--- src/assert_macros.svh ---
// ----------------------------------------------------------------------------
// assert_macros.svh
// concurrent assertion helpers, sampled on clk_i, disabled in reset
// ----------------------------------------------------------------------------
`ifndef ASSERT_MACROS_SVH
`define ASSERT_MACROS_SVH

// property must hold at every rising clock edge outside reset
`define ASSERT_CHK(label, prop, msg) \
  label: assert property (@(posedge clk_i) disable iff (!rst_ni) prop) \
    else $error(msg);

// condition must never be true outside reset
`define ASSERT_NEVER(label, cond, msg) `ASSERT_CHK(label, !(cond), msg)

`endif

--- src/ocg_pkg.sv ---
// ----------------------------------------------------------------------------
// ocg_pkg
// shared constants and types of the occupancy change event generator
// ----------------------------------------------------------------------------
package ocg_pkg;

  // defaults for the top level parameters
  localparam int unsigned MODULE_COUNT_DEF = 64;
  localparam int unsigned ID_BASE_DEF      = 100;

  // field widths
  localparam int unsigned ID_W     = 16;
  localparam int unsigned WORD_W   = 16;
  localparam int unsigned ADDR_W   = 10;
  localparam int unsigned PIN_W    = 3;
  localparam int unsigned BYTE_W   = 8;
  // low module bits that still reach the sensor address
  localparam int unsigned BASE_W   = ADDR_W - PIN_W;
  localparam int unsigned POS_W    = 4;

  // request from the sequencer to the pin scanner
  typedef struct packed {
    logic              load;
    logic [WORD_W-1:0] diff;
    logic [WORD_W-1:0] word;
    logic [BASE_W-1:0] base;
  } scan_ctrl_t;

  // scanner status back to the sequencer
  typedef struct packed {
    logic busy;
  } scan_stat_t;

endpackage

--- src/ocg_if.sv ---
// ----------------------------------------------------------------------------
// ocg_if
// valid/ready channels for occupancy reports and sensor change events
// ----------------------------------------------------------------------------
interface ocg_in_if;
  logic        valid;
  logic        ready;
  logic [15:0] object_id;
  logic [15:0] state_word;

  modport source (output valid, output object_id, output state_word, input ready);
  modport sink   (input valid, input object_id, input state_word, output ready);
endinterface

interface ocg_out_if;
  logic       valid;
  logic       ready;
  logic [9:0] sensor_address;
  logic       occupied;
  logic       last_event;

  modport source (output valid, output sensor_address, output occupied,
                  output last_event, input ready);
  modport sink   (input valid, input sensor_address, input occupied,
                  input last_event, output ready);
endinterface

--- src/occupancy_change_event_generator.sv ---
// ----------------------------------------------------------------------------
// occupancy_change_event_generator
// turns occupancy reports into one event per changed sensor pin
// ----------------------------------------------------------------------------
//   channel  dir  payload                                    handshake
//   in_i     in   object_id[15:0] state_word[15:0]           valid/ready
//   out_o    out  sensor_address[9:0] occupied last_event    valid/ready
//
// after reset a clearing pass writes zero to all MODULE_COUNT entries, one a
// cycle, with in_i.ready low until the pass is done
// a report runs through accept, two reads on the single ram read port with
// the two writes overlapped, and a wait state; the scanner walks one pin a
// cycle while out_o takes its events, up to the last changed one of 16 pins
// a stalled out_o holds the pin scanner; in_i.ready stays low until the scan
// of the current report has sent its last event into the output register
// ----------------------------------------------------------------------------
`include "assert_macros.svh"

module occupancy_change_event_generator
  import ocg_pkg::*;
#(
  parameter int unsigned MODULE_COUNT = MODULE_COUNT_DEF,
  parameter int unsigned ID_BASE      = ID_BASE_DEF
) (
  input  logic      clk_i,
  input  logic      rst_ni,
  ocg_in_if.sink    in_i,
  ocg_out_if.source out_o
);

  localparam int unsigned AW = (MODULE_COUNT > 1) ? $clog2(MODULE_COUNT) : 1;
  localparam int unsigned FW = ID_W + 1;
  localparam logic [AW-1:0] CLR_LAST = AW'(MODULE_COUNT - 1);

  // sequencer states
  localparam logic [2:0] ST_CLR  = 3'd0;
  localparam logic [2:0] ST_IDLE = 3'd1;
  localparam logic [2:0] ST_RD0  = 3'd2;
  localparam logic [2:0] ST_RD1  = 3'd3;
  localparam logic [2:0] ST_RD2  = 3'd4;
  localparam logic [2:0] ST_WAIT = 3'd5;

  logic [2:0]        state_q, state_d;
  logic [AW-1:0]     clr_q, clr_d;
  logic [FW-1:0]     first_q, first_d;
  logic              v0_q, v0_d, v1_q, v1_d;
  logic [WORD_W-1:0] word_q, word_d;
  logic [BYTE_W-1:0] diff0_q, diff0_d;

  logic [ID_W-1:0]   id_off;
  logic [FW-1:0]     first_in;
  logic              id_ok;

  logic              ram_we, ram_re;
  logic [AW-1:0]     ram_waddr, ram_raddr;
  logic [BYTE_W-1:0] ram_wdata, ram_rdata;
  logic [AW-1:0]     addr0, addr1;

  scan_ctrl_t        scan_ctrl;
  scan_stat_t        scan_st;

  // first module index of the incoming report
  assign id_off   = in_i.object_id - ID_W'(ID_BASE);
  assign first_in = {id_off, 1'b0};
  assign id_ok    = (in_i.object_id >= ID_W'(ID_BASE));

  // first module is even, so its neighbor just sets bit 0
  assign addr0 = first_q[AW-1:0];
  assign addr1 = first_q[AW-1:0] | AW'(1);

  assign in_i.ready = (state_q == ST_IDLE);

  // sequencer
  always_comb begin
    state_d   = state_q;
    clr_d     = clr_q;
    first_d   = first_q;
    v0_d      = v0_q;
    v1_d      = v1_q;
    word_d    = word_q;
    diff0_d   = diff0_q;
    ram_we    = 1'b0;
    ram_waddr = addr0;
    ram_wdata = word_q[BYTE_W-1:0];
    ram_re    = 1'b0;
    ram_raddr = addr0;
    scan_ctrl = '0;
    case (state_q)
      ST_CLR: begin
        ram_we    = 1'b1;
        ram_waddr = clr_q;
        ram_wdata = '0;
        clr_d     = clr_q + AW'(1);
        if (clr_q == CLR_LAST) begin
          state_d = ST_IDLE;
        end
      end
      ST_IDLE: begin
        if (in_i.valid) begin
          first_d = first_in;
          word_d  = in_i.state_word;
          v0_d    = id_ok && (first_in < FW'(MODULE_COUNT));
          v1_d    = id_ok && (first_in < FW'(MODULE_COUNT - 1));
          state_d = ST_RD0;
        end
      end
      ST_RD0: begin
        ram_re    = 1'b1;
        ram_raddr = addr0;
        state_d   = ST_RD1;
      end
      ST_RD1: begin
        // old byte of the first module is back, store the new one
        ram_re    = 1'b1;
        ram_raddr = addr1;
        diff0_d   = v0_q ? (ram_rdata ^ word_q[BYTE_W-1:0]) : '0;
        ram_we    = v0_q;
        ram_waddr = addr0;
        ram_wdata = word_q[BYTE_W-1:0];
        state_d   = ST_RD2;
      end
      ST_RD2: begin
        // second module, then hand both change masks to the scanner
        ram_we         = v1_q;
        ram_waddr      = addr1;
        ram_wdata      = word_q[WORD_W-1:BYTE_W];
        scan_ctrl.load = 1'b1;
        scan_ctrl.diff = {(v1_q ? (ram_rdata ^ word_q[WORD_W-1:BYTE_W]) : BYTE_W'(0)),
                          diff0_q};
        scan_ctrl.word = word_q;
        scan_ctrl.base = first_q[BASE_W-1:0];
        state_d        = ST_WAIT;
      end
      ST_WAIT: begin
        if (!scan_st.busy) begin
          state_d = ST_IDLE;
        end
      end
      default: begin
        state_d = ST_IDLE;
      end
    endcase
  end

  // control state
  always_ff @(posedge clk_i or negedge rst_ni) begin
    if (!rst_ni) begin
      state_q <= ST_CLR;
      clr_q   <= '0;
      v0_q    <= 1'b0;
      v1_q    <= 1'b0;
    end else begin
      state_q <= state_d;
      clr_q   <= clr_d;
      v0_q    <= v0_d;
      v1_q    <= v1_d;
    end
  end

  // payload
  always_ff @(posedge clk_i) begin
    first_q <= first_d;
    word_q  <= word_d;
    diff0_q <= diff0_d;
  end

  // last byte of every module
  ocg_ram #(
    .WIDTH (BYTE_W),
    .DEPTH (MODULE_COUNT)
  ) u_store (
    .clk_i   (clk_i),
    .we_i    (ram_we),
    .waddr_i (ram_waddr),
    .wdata_i (ram_wdata),
    .re_i    (ram_re),
    .raddr_i (ram_raddr),
    .rdata_o (ram_rdata)
  );

  // pin scanner and output register
  ocg_scan u_scan (
    .clk_i  (clk_i),
    .rst_ni (rst_ni),
    .ctrl_i (scan_ctrl),
    .stat_o (scan_st),
    .out_o  (out_o)
  );

  // a new request only once the previous scan is finished
  `ASSERT_CHK(a_ready_idle, in_i.ready |-> !scan_st.busy, "ready while scanning")
  // never read and write the same store entry in one cycle
  `ASSERT_NEVER(a_rw_clash, ram_we && ram_re && (ram_waddr == ram_raddr),
                "store read and write collide")
  // clearing pass runs through the whole store
  `ASSERT_CHK(a_clr_run, (state_q == ST_CLR && clr_q != CLR_LAST) |=> state_q == ST_CLR,
              "clearing pass left early")

endmodule

--- src/ocg_ram.sv ---
// ----------------------------------------------------------------------------
// ocg_ram
// generic simple dual port ram, one write and one registered read port
// ----------------------------------------------------------------------------
module ocg_ram #(
  parameter int unsigned WIDTH = 8,
  parameter int unsigned DEPTH = 64,
  localparam int unsigned AW   = (DEPTH > 1) ? $clog2(DEPTH) : 1
) (
  input  logic             clk_i,
  input  logic             we_i,
  input  logic [AW-1:0]    waddr_i,
  input  logic [WIDTH-1:0] wdata_i,
  input  logic             re_i,
  input  logic [AW-1:0]    raddr_i,
  output logic [WIDTH-1:0] rdata_o
);

  logic [WIDTH-1:0] mem_q [DEPTH];
  logic [WIDTH-1:0] rdata_q;

  // write port
  always_ff @(posedge clk_i) begin
    if (we_i) begin
      mem_q[waddr_i] <= wdata_i;
    end
  end

  // registered read port
  always_ff @(posedge clk_i) begin
    if (re_i) begin
      rdata_q <= mem_q[raddr_i];
    end
  end

  assign rdata_o = rdata_q;

endmodule

--- src/ocg_scan.sv ---
// ----------------------------------------------------------------------------
// ocg_scan
// pin scanner: walks a 16-bit change mask one pin a cycle unless a held event stalls it, emits events
// ----------------------------------------------------------------------------
`include "assert_macros.svh"

module ocg_scan
  import ocg_pkg::*;
(
  input  logic       clk_i,
  input  logic       rst_ni,
  input  scan_ctrl_t ctrl_i,
  output scan_stat_t stat_o,
  ocg_out_if.source  out_o
);

  logic [WORD_W-1:0] mask_q, mask_d;
  logic [WORD_W-1:0] word_q, word_d;
  logic [BASE_W-1:0] base_q, base_d;
  logic [POS_W-1:0]  pos_q, pos_d;
  logic              busy;
  logic              slot_free;
  logic [WORD_W-1:0] rest;

  logic              vld_q, vld_d;
  logic [ADDR_W-1:0] addr_q, addr_d;
  logic              occ_q, occ_d;
  logic              last_q, last_d;

  assign busy      = (mask_q != '0);
  assign slot_free = !vld_q || out_o.ready;
  // changes still pending once the current pin is sent
  assign rest      = mask_q & ~(WORD_W'(1) << pos_q);

  // scan step and output register
  always_comb begin
    mask_d = mask_q;
    word_d = word_q;
    base_d = base_q;
    pos_d  = pos_q;
    vld_d  = vld_q && !out_o.ready;
    addr_d = addr_q;
    occ_d  = occ_q;
    last_d = last_q;
    if (ctrl_i.load) begin
      mask_d = ctrl_i.diff;
      word_d = ctrl_i.word;
      base_d = ctrl_i.base;
      pos_d  = '0;
    end else if (busy) begin
      if (!mask_q[pos_q]) begin
        pos_d = pos_q + POS_W'(1);
      end else if (slot_free) begin
        vld_d  = 1'b1;
        addr_d = {base_q, {PIN_W{1'b0}}} + ADDR_W'(pos_q) + ADDR_W'(1);
        occ_d  = word_q[pos_q];
        last_d = (rest == '0);
        mask_d = rest;
        pos_d  = pos_q + POS_W'(1);
      end
    end
  end

  // control state
  always_ff @(posedge clk_i or negedge rst_ni) begin
    if (!rst_ni) begin
      mask_q <= '0;
      pos_q  <= '0;
      vld_q  <= 1'b0;
    end else begin
      mask_q <= mask_d;
      pos_q  <= pos_d;
      vld_q  <= vld_d;
    end
  end

  // payload
  always_ff @(posedge clk_i) begin
    word_q <= word_d;
    base_q <= base_d;
    addr_q <= addr_d;
    occ_q  <= occ_d;
    last_q <= last_d;
  end

  assign stat_o.busy          = busy;
  assign out_o.valid          = vld_q;
  assign out_o.sensor_address = addr_q;
  assign out_o.occupied       = occ_q;
  assign out_o.last_event     = last_q;

  // a new mask never overwrites pending changes
  `ASSERT_NEVER(a_load_idle, ctrl_i.load && busy, "scan loaded while busy")

endmodule

--- src/flat_wrapper.sv ---
// flat-port wrapper written by rule: the top's interface ports become plain ports
module occupancy_change_event_generator_flat import ocg_pkg::*;
#(
  parameter int unsigned MODULE_COUNT = MODULE_COUNT_DEF,
  parameter int unsigned ID_BASE      = ID_BASE_DEF
)
  (clk_i, rst_ni, in_i_valid, in_i_object_id, in_i_state_word, in_i_ready, out_o_valid, out_o_sensor_address, out_o_occupied, out_o_last_event, out_o_ready);
  ocg_in_if in_i_i ();
  ocg_out_if out_o_i ();
  input  logic clk_i;
  input  logic rst_ni;
  input wire logic [$bits(in_i_i.valid)-1:0] in_i_valid;
  input wire logic [$bits(in_i_i.object_id)-1:0] in_i_object_id;
  input wire logic [$bits(in_i_i.state_word)-1:0] in_i_state_word;
  output wire logic [$bits(in_i_i.ready)-1:0] in_i_ready;
  output wire logic [$bits(out_o_i.valid)-1:0] out_o_valid;
  output wire logic [$bits(out_o_i.sensor_address)-1:0] out_o_sensor_address;
  output wire logic [$bits(out_o_i.occupied)-1:0] out_o_occupied;
  output wire logic [$bits(out_o_i.last_event)-1:0] out_o_last_event;
  input wire logic [$bits(out_o_i.ready)-1:0] out_o_ready;
  assign in_i_i.valid = in_i_valid;
  assign in_i_i.object_id = in_i_object_id;
  assign in_i_i.state_word = in_i_state_word;
  assign in_i_ready = in_i_i.ready;
  assign out_o_valid = out_o_i.valid;
  assign out_o_sensor_address = out_o_i.sensor_address;
  assign out_o_occupied = out_o_i.occupied;
  assign out_o_last_event = out_o_i.last_event;
  assign out_o_i.ready = out_o_ready;
  occupancy_change_event_generator #(.MODULE_COUNT(MODULE_COUNT), .ID_BASE(ID_BASE)) u_core (.clk_i(clk_i), .rst_ni(rst_ni), .in_i(in_i_i), .out_o(out_o_i));
endmodule
--- config.mk ---
export PLATFORM = sky130hd
export DESIGN_NAME = occupancy_change_event_generator_flat
export DESIGN_NICKNAME = d
export VERILOG_FILES = /design/src/ocg_pkg.sv /design/src/ocg_if.sv /design/src/occupancy_change_event_generator.sv /design/src/ocg_ram.sv /design/src/ocg_scan.sv /design/src/flat_wrapper.sv
export VERILOG_INCLUDE_DIRS = /design/src /design/src/src
export SDC_FILE = /design/constraint.sdc
export NUM_CORES = 1
export LEC_CHECK = 0
export BUFFER_PORTS_ARGS = -buffer_cell sky130_fd_sc_hd__buf_2
export CORE_MARGIN = 5
export CORE_UTILIZATION = 60
export CTS_BUF_LIST = sky130_fd_sc_hd__clkbuf_16
export DETAILED_ROUTE_END_ITERATION = 8
export GPL_ROUTABILITY_DRIVEN = 1
export HOLD_SLACK_MARGIN = 0.03
export PLACE_DENSITY = 0.77
export SETUP_SLACK_MARGIN = 0.4
export SYNTH_ARGS = -nofsm -noshare
export SYNTH_HDL_FRONTEND = slang
export SYNTH_SLANG_ARGS = --single-unit
--- constraint.sdc ---
create_clock -name clk_i -period 3.3 [get_ports clk_i]
set_clock_uncertainty 0.15 [all_clocks]
set_input_delay 0.165 -clock clk_i [delete_from_list [all_inputs] [get_ports clk_i]]
set_output_delay 0.165 -clock clk_i [all_outputs]
set_load 0.02 [all_outputs]
# Yosys cells after proc, flatten, opt, wreduce, memory -nomap -nowiden
# Memories as Yosys holds them, arrays and structs flattened. A register that Yosys moved wholly into a read port is not among the register bits.
# Cells that the tools add are included.
[word_totals]
in_bits = 36
out_inout_bits = 14
mem_bits_rw = 512
elab_cells = 88
register_bits = 96
mem_count = 1
[classes]
n_shift = 1
bitwise_logic = 5
reduce_logical = 18
add_sub_neg = 5
mux = 29
n_eq_ne = 10
order_cmp = 4
[memory_table]
columns = ["memory", "depth", "word_bits", "rd", "rd_ports_with_merged_regs", "wr", "line_no", "rtl"]
rows = [
  ["u_core.u_store.mem_q", 64, 8, 1, 1, 1, "ocg_ram.sv:19", "logic [WIDTH-1:0] mem_q [DEPTH];"],
]
[op_table]
columns = ["op", "n"]
rows = [
  ["16-bit 2-to-1 mux", 4],
  ["40-bit 2-to-1 mux", 1],
  ["3-bit one-hot mux with 6 select lines", 1],
  ["17-bit by 6-bit < comparator with 1-bit output (second input constant)", 1],
  ["17-bit by 7-bit < comparator with 1-bit output (second input constant)", 1],
  ["16-bit AND", 1],
  ["16-bit by 7-bit greater-or-equal comparator with 1-bit output (second input constant)", 1],
  ["16-bit zero test", 1],
  ["4-bit 2-to-1 mux", 4],
  ["16-bit NOT", 1],
  ["8-bit one-hot mux with 2 select lines", 1],
  ["16-bit nonzero test", 1],
  ["1-bit by 4-bit left shift with 16-bit output (first input constant)", 1],
  ["16-bit by 7-bit subtractor with 16-bit output (second input constant)", 1],
  ["8-bit bitwise XOR", 2],
  ["6-bit one-hot mux with 2 select lines", 1],
  ["10-bit by 1-bit adder with 10-bit output (second input constant)", 1],
  ["10-bit by 4-bit adder with 10-bit output", 1],
  ["1-bit 2-to-1 mux", 10],
  ["3-bit 2-to-1 mux", 3],
  ["1-bit binary-select mux with 4-bit select", 2],
  ["8-bit 2-to-1 mux", 1],
  ["6-bit by 1-bit adder with 6-bit output (second input constant)", 1],
  ["3-bit by 2-bit equality test with 1-bit output (second input constant)", 2],
  ["other kinds (19)", 28],
]

# Depth between registers and ports, before layout
[depth]
depth_word = 7
depth_mapped = 10
depth_no_buf = 8

# Modules after synthesis
# Synthesis repeated with hierarchy kept, for this count alone.
[unflattened]
cells_unflattened = 1347
hier_area_um2 = 25160.4
[by_module_without_submodules]
columns = ["module", "area_each_um2", "cells_per_inst", "seq_area_each_um2", "instances"]
rows = [
  ["ocg_ram", 20246.9, 940, 15615.0, 1],
  ["ocg_scan", 2738.9, 209, 1576.5, 1],
  ["occupancy_change_event_generator", 2174.6, 198, 1151.1, 1],
]

# Worst setup path before layout
# Ideal clock, no wire load.
[synth_path]
path_type = "register to register"
startpoint = "register u_core.state_q[1]"
endpoint = "memory u_core.u_store.mem_q[32][0], enable pin"
n_path_buf = 2
arrival_time_ns = 2.261
period_less_slack_ns = 2.781
setup_ns = 0.370
slack_ns = 0.519
stages_incl_launch_ff = 8
cell_sequence = "dfrtp_1 clkbuf_1 or2_2 nor2_1 clkbuf_1 mux2i_1 nand2_1 nor2_1"
[synth_between]
elab_chain_cells = 4
word_cells_on_any_way = 7
cone_classes = "eq/ne: 2; mux: 4; reduce/logical: 1"
[synth_rtl]
columns = ["element", "line_no", "rtl"]
rows = [
  ["start, declared", "occupancy_change_event_generator.sv:43", "logic [2:0] state_q, state_d;"],
  ["start signal, assigned", "occupancy_change_event_generator.sv:153", "state_q <= state_d;"],
  ["3-bit equality test (tied with other cells)", "occupancy_change_event_generator.sv:88", "case (state_q)"],
  ["1-bit one-hot mux with 3 select lines", "occupancy_change_event_generator.sv:88", ""],
  ["1-bit 2-to-1 mux", "ocg_ram.sv:24", "if (we_i) begin"],
  ["1-bit 2-to-1 mux (not written as such)", "ocg_ram.sv:25", "mem_q[waddr_i] <= wdata_i;"],
  ["end, declared", "ocg_ram.sv:19", ""],
]
# Several ways; a longest one is shown, not always the timed one.

# Final worst setup path
[layout_path]
startpoint = "register u_core.state_q[0]"
endpoint = "register u_core.u_store.rdata_q[4] (netlist: u_core.u_store.rdata_o[4]), read port of u_core.u_store.mem_q (data pin)"
[layout_between]
elab_chain_cells = 3
word_cells_on_any_way = 5
cone_classes = "eq/ne: 2; mux: 2; reduce/logical: 1"
[layout_rtl]
columns = ["element", "line_no", "rtl"]
rows = [
  ["3-bit by 2-bit equality test with 1-bit output", "occupancy_change_event_generator.sv:88", ""],
  ["2-bit OR reduction (no source line)", "-", ""],
  ["1-bit 2-to-1 mux", "occupancy_change_event_generator.sv:88", ""],
  ["end, declared", "ocg_ram.sv:20", "logic [WIDTH-1:0] rdata_q;"],
]
# Several ways; a longest one is shown, not always the timed one.
# A chain may end at the register's enable or synchronous reset.

==> impl_results.md <==
* Outcome: complete, no violations
* Synthesized area per cell at around 18 um^2
* Reg-to-Reg End: u_core.u_store.rdata_o[4]
* Root cell of the clock tree: clkbuf_16
* Clock Path Buffers at 3
* Setup TNS at 0 ns
* Post-DRT Antenna Nets at 0
* Req. time, crit path at 3.52 ns
* DR iter-0 viols at ~2000
* Cells on worst reg2reg path at 8
* Synthesized area at 24700 um^2
* Synth Flop Type: edfxtp_1
* TritonCTS clock tree: done
* Largest net degree at the start of global routing at 65
* Hold Crit Class: in2reg
* First-pass detailed-route iteration total at 6
* Seq cells post-synth at 615
* Count of cell types in the netlist at between 50 and 60
* WS Path Type: reg2reg
* DIE HEIGHT at 213 um
* Vias post-DR at roughly 14000
* Pwr dens at 788 nW/um^2
* Filler Cells Inserted at 2364
* First-pass GRT wire length at approximately 89000 um
* # IOs at 50
* Proportion of layout cells with a drive suffix above 1 at between 20% and 30%
* Critical Path Source Type: flop
* Number of port buffers at about 50
* Max cap viols at 0
* Final WL at between 60000 and 70000 um
* Sequential-to-total area share from yosys stat at approximately three quarters
* Slew Limit Fails at 0
* Total GRT Usage at a little over a quarter
* Hold Fails Final Rpt at 0
* Setup slack, reg-to-reg at about 0.4 ns
* Drt wl/cell at 27.9 um
* Core ar. at 40800 um^2
* Hold path startpoint: in_i_state_word[5]
* Core Rows at 74
* CTS clk-pin slew, worst paths at approximately 0.07 ns
* Syn Inst Count at 1365
* Slew margin rel. at 20.0%
* Reg area at approximately 18000 um^2
* Synth async-reset ratio at slightly above 5%
* Max VDD drop at between 0.5 and 0.6 mV
* Routability cong. at between 0.9 and 1
* Post-synth net total at approximately 1400
* Critical path capture point type: flop
* Final period util at slightly below 90%
* RSZ-0062 raised after global routing: yes
* Fmax achieved at approximately 340 MHz
* Clock tree sinks at ~620
* Initial Utilization at around 61%
* Pre-CTS setup slack at -0.0398 ns
* CTS H-Tree Depth at 2
* Die width at between 200 and 250 um
* Hold-critical path endpoint: u_core.word_q[5]
* CTS Buf Count at just under 60
* Measured slew at the worst slew-check pin at ~1.2 ns
* Worst path arrival time at 3.12 ns
* Multi-input gate area at between 6000 and 7000 um^2
* Final setup violation count at 0
* Ant diodes at 0
* Vias in the first global route at around 14000
* # DRC at 0
* Die Area at roughly 45000 um^2
* Initial antenna violation count at 0
* Minimum clock period after layout at 2.91 ns
* Vias/cell at around 6.5
* WHS Path Cells at 2
* Pleak at approximately 9.8 nW
* P&R area growth vs syn at 18.2%
* Crit Reg-Reg Startpoint: u_core.state_q[0]
* Synthesis Warnings at 0
* Post-synth EDFFs at between 500 and 600
* DPL Wire Length at about 37000 um
* Fin worst setup slack at ~0.39 ns
* Congestion Overflow GR at 0
* Worst skew pair latency at between 0.6 and 0.7 ns
* Critical Path Fanout Max at 20
* Nets at approximately 1600
==> where the power goes <==
| part | internal, W | switching (W) |
|---|---|---|
| Sequential | 0.0102 | 0.000457 |
| Clock | 0.00395 | 0.00277 |
| Combinational | 0.00202 | 0.00366 |
==> per-stage QoR <==
stage          instances  total power [W]  utilization [%]  hold slack, ns  instance area [um^2]
6_report            2153           0.0230             71.6           0.107                 29200
2_1_floorplan       1365           0.0138                -          -0.281                 24700
3_3_place_gp        1998           0.0158             64.6          0.0937                 26400
4_1_cts             2143           0.0228             70.8          0.0783                 28900
5_1_grt             2153           0.0239             71.6          0.0936                 29200
3_5_place_dp        1998           0.0159             64.6           0.108                 26400
==> how the worst max path moves through the flow <==
stage | startpoint | end | slack (ns) | cells past startpoint
2_1_floorplan | u_core.state_q[1] | u_core.u_store.mem_q[32][0] | 0.52 | 7
3_3_place_gp | u_core.state_q[2] | u_core.u_store.rdata_o[5] | 0.09 | 7
3_5_place_dp | u_core.state_q[2] | u_core.u_store.rdata_o[5] | -0.04 | 8
4_1_cts | u_core.state_q[1] | u_core.u_store.mem_q[56][2] | 0.21 | 8
5_1_grt | u_core.state_q[1] | u_core.u_store.mem_q[46][2] | 0.32 | 10
6_report | u_core.state_q[0] | u_core.u_store.rdata_o[4] | 0.39 | 8
==> layout make-up <==
type                            instances  area share [%]
Inverter                               15           0.282
Tap cell                              532            2.28
Sequential cell                       615            62.6
Multi-Input combinational cell        669            21.8
Clock buffer                           63            5.39
Clock inverter                         44            1.22
Timing Repair Buffer                  212            6.24
Timing Repair inverter                  3           0.188
==> sequential cells by signal (all words and copies together), names as in the netlist, 6 cells and up <==
register and count:
u_core.u_scan.mask_q 16, u_core.u_scan.word_q 16, u_core.word_q 16, u_core.u_store.mem_q 512, u_core.u_scan.out_o.sensor_address 10, u_core.first_q 6, u_core.clr_q 6, u_core.diff0_q 8
u_core.u_scan.base_q 6, u_core.u_store.rdata_o 8
==> worst max-delay path, cell delays in order (launching register included) <==
cell	delay, ns
dfrtp_2	0.45
nand3b_4	0.12
buf_6	0.23
clkinv_16	0.17
mux4_2	0.51
a22o_1	0.30
a21oi_1	0.24
nand4_1	0.13
or3_1	0.33
==> layout by cell type, fill, tap and decap left out, types with 29 or more instances in the layout <==
cell type	count
edfxtp_1	584
mux4_2	112
buf_4	111
nor2_1	71
mux2i_1	65
clkbuf_16	64
nand2_1	60
buf_2	49
nand3_1	35
o21ai_0	31
dlygate4sd3_1	30
inv_1	29
dfrtp_1	29
==> Yosys cell counts (6+ instances only) <==
cell type  number  area [um^2]
ha_1            8          100
or3_1           7         43.8
and3_1         24          150
clkbuf_1       41          154
nor2_1        101          379
nand3_1        35          175
a21o_1          8         60.1
inv_1          14         52.6
a22oi_1        25          188
and2_1         11         68.8
a22o_1          7         61.3
mux2_2          6         67.6
a221oi_1       25          219
xor2_1         19          166
nand2_1        68          255
edfxtp_1      584        17500
nand2b_1        8         50.1
o21ai_0        33          165
buf_2           9         45.0
nor4_1          9         56.3
mux2i_1        66          661
dfrtp_1        31          776
mux4_2        112         2520
a21oi_1        18         90.1
xnor2_1        13          114
buf_4           9         67.6
nand4_1        11         68.8
nor3_1          8         40.0
==> kinds of logic (layout without fill, tap and decap cells) <==
| group | count (synthesis) | in the layout | share of synthesized area (%) |
|---|---|---|---|
| AND/OR/NAND/NOR | 307 | 307 | 5.99 |
| XOR/XNOR | 32 | 32 | 1.13 |
| buffers and inverters | 81 | 337 | 1.48 |
| AO/OA/AOI/OAI | 138 | 138 | 3.82 |
| adder cells (fa/ha/maj) | 8 | 8 | 0.405 |
| multiplexers | 184 | 184 | 13.1 |
| flip-flops | 615 | 615 | 74.0 |
==> routing by layer <==
layer / share of wire (%) / wire, um / track usage [%]
met1: 37 / 22200 / 37.2
met2: 51 / 30300 / 44.1
met3: 9.1 / 5490 / 4.70
met4: 3.4 / 2070 / 9.11
met5: 0 / 0 / 0
==> timing repair <==
action,4_1_cts,5_1_grt
endpoints found under the setup margin,260,521
setup buffers,4,9
resized for setup,42,56
pin swaps,2,5
endpoints found under the hold margin,61,0
hold buffers,31,0
gates cloned,3,1
Note: power is estimated with default switching activity, not from simulation.
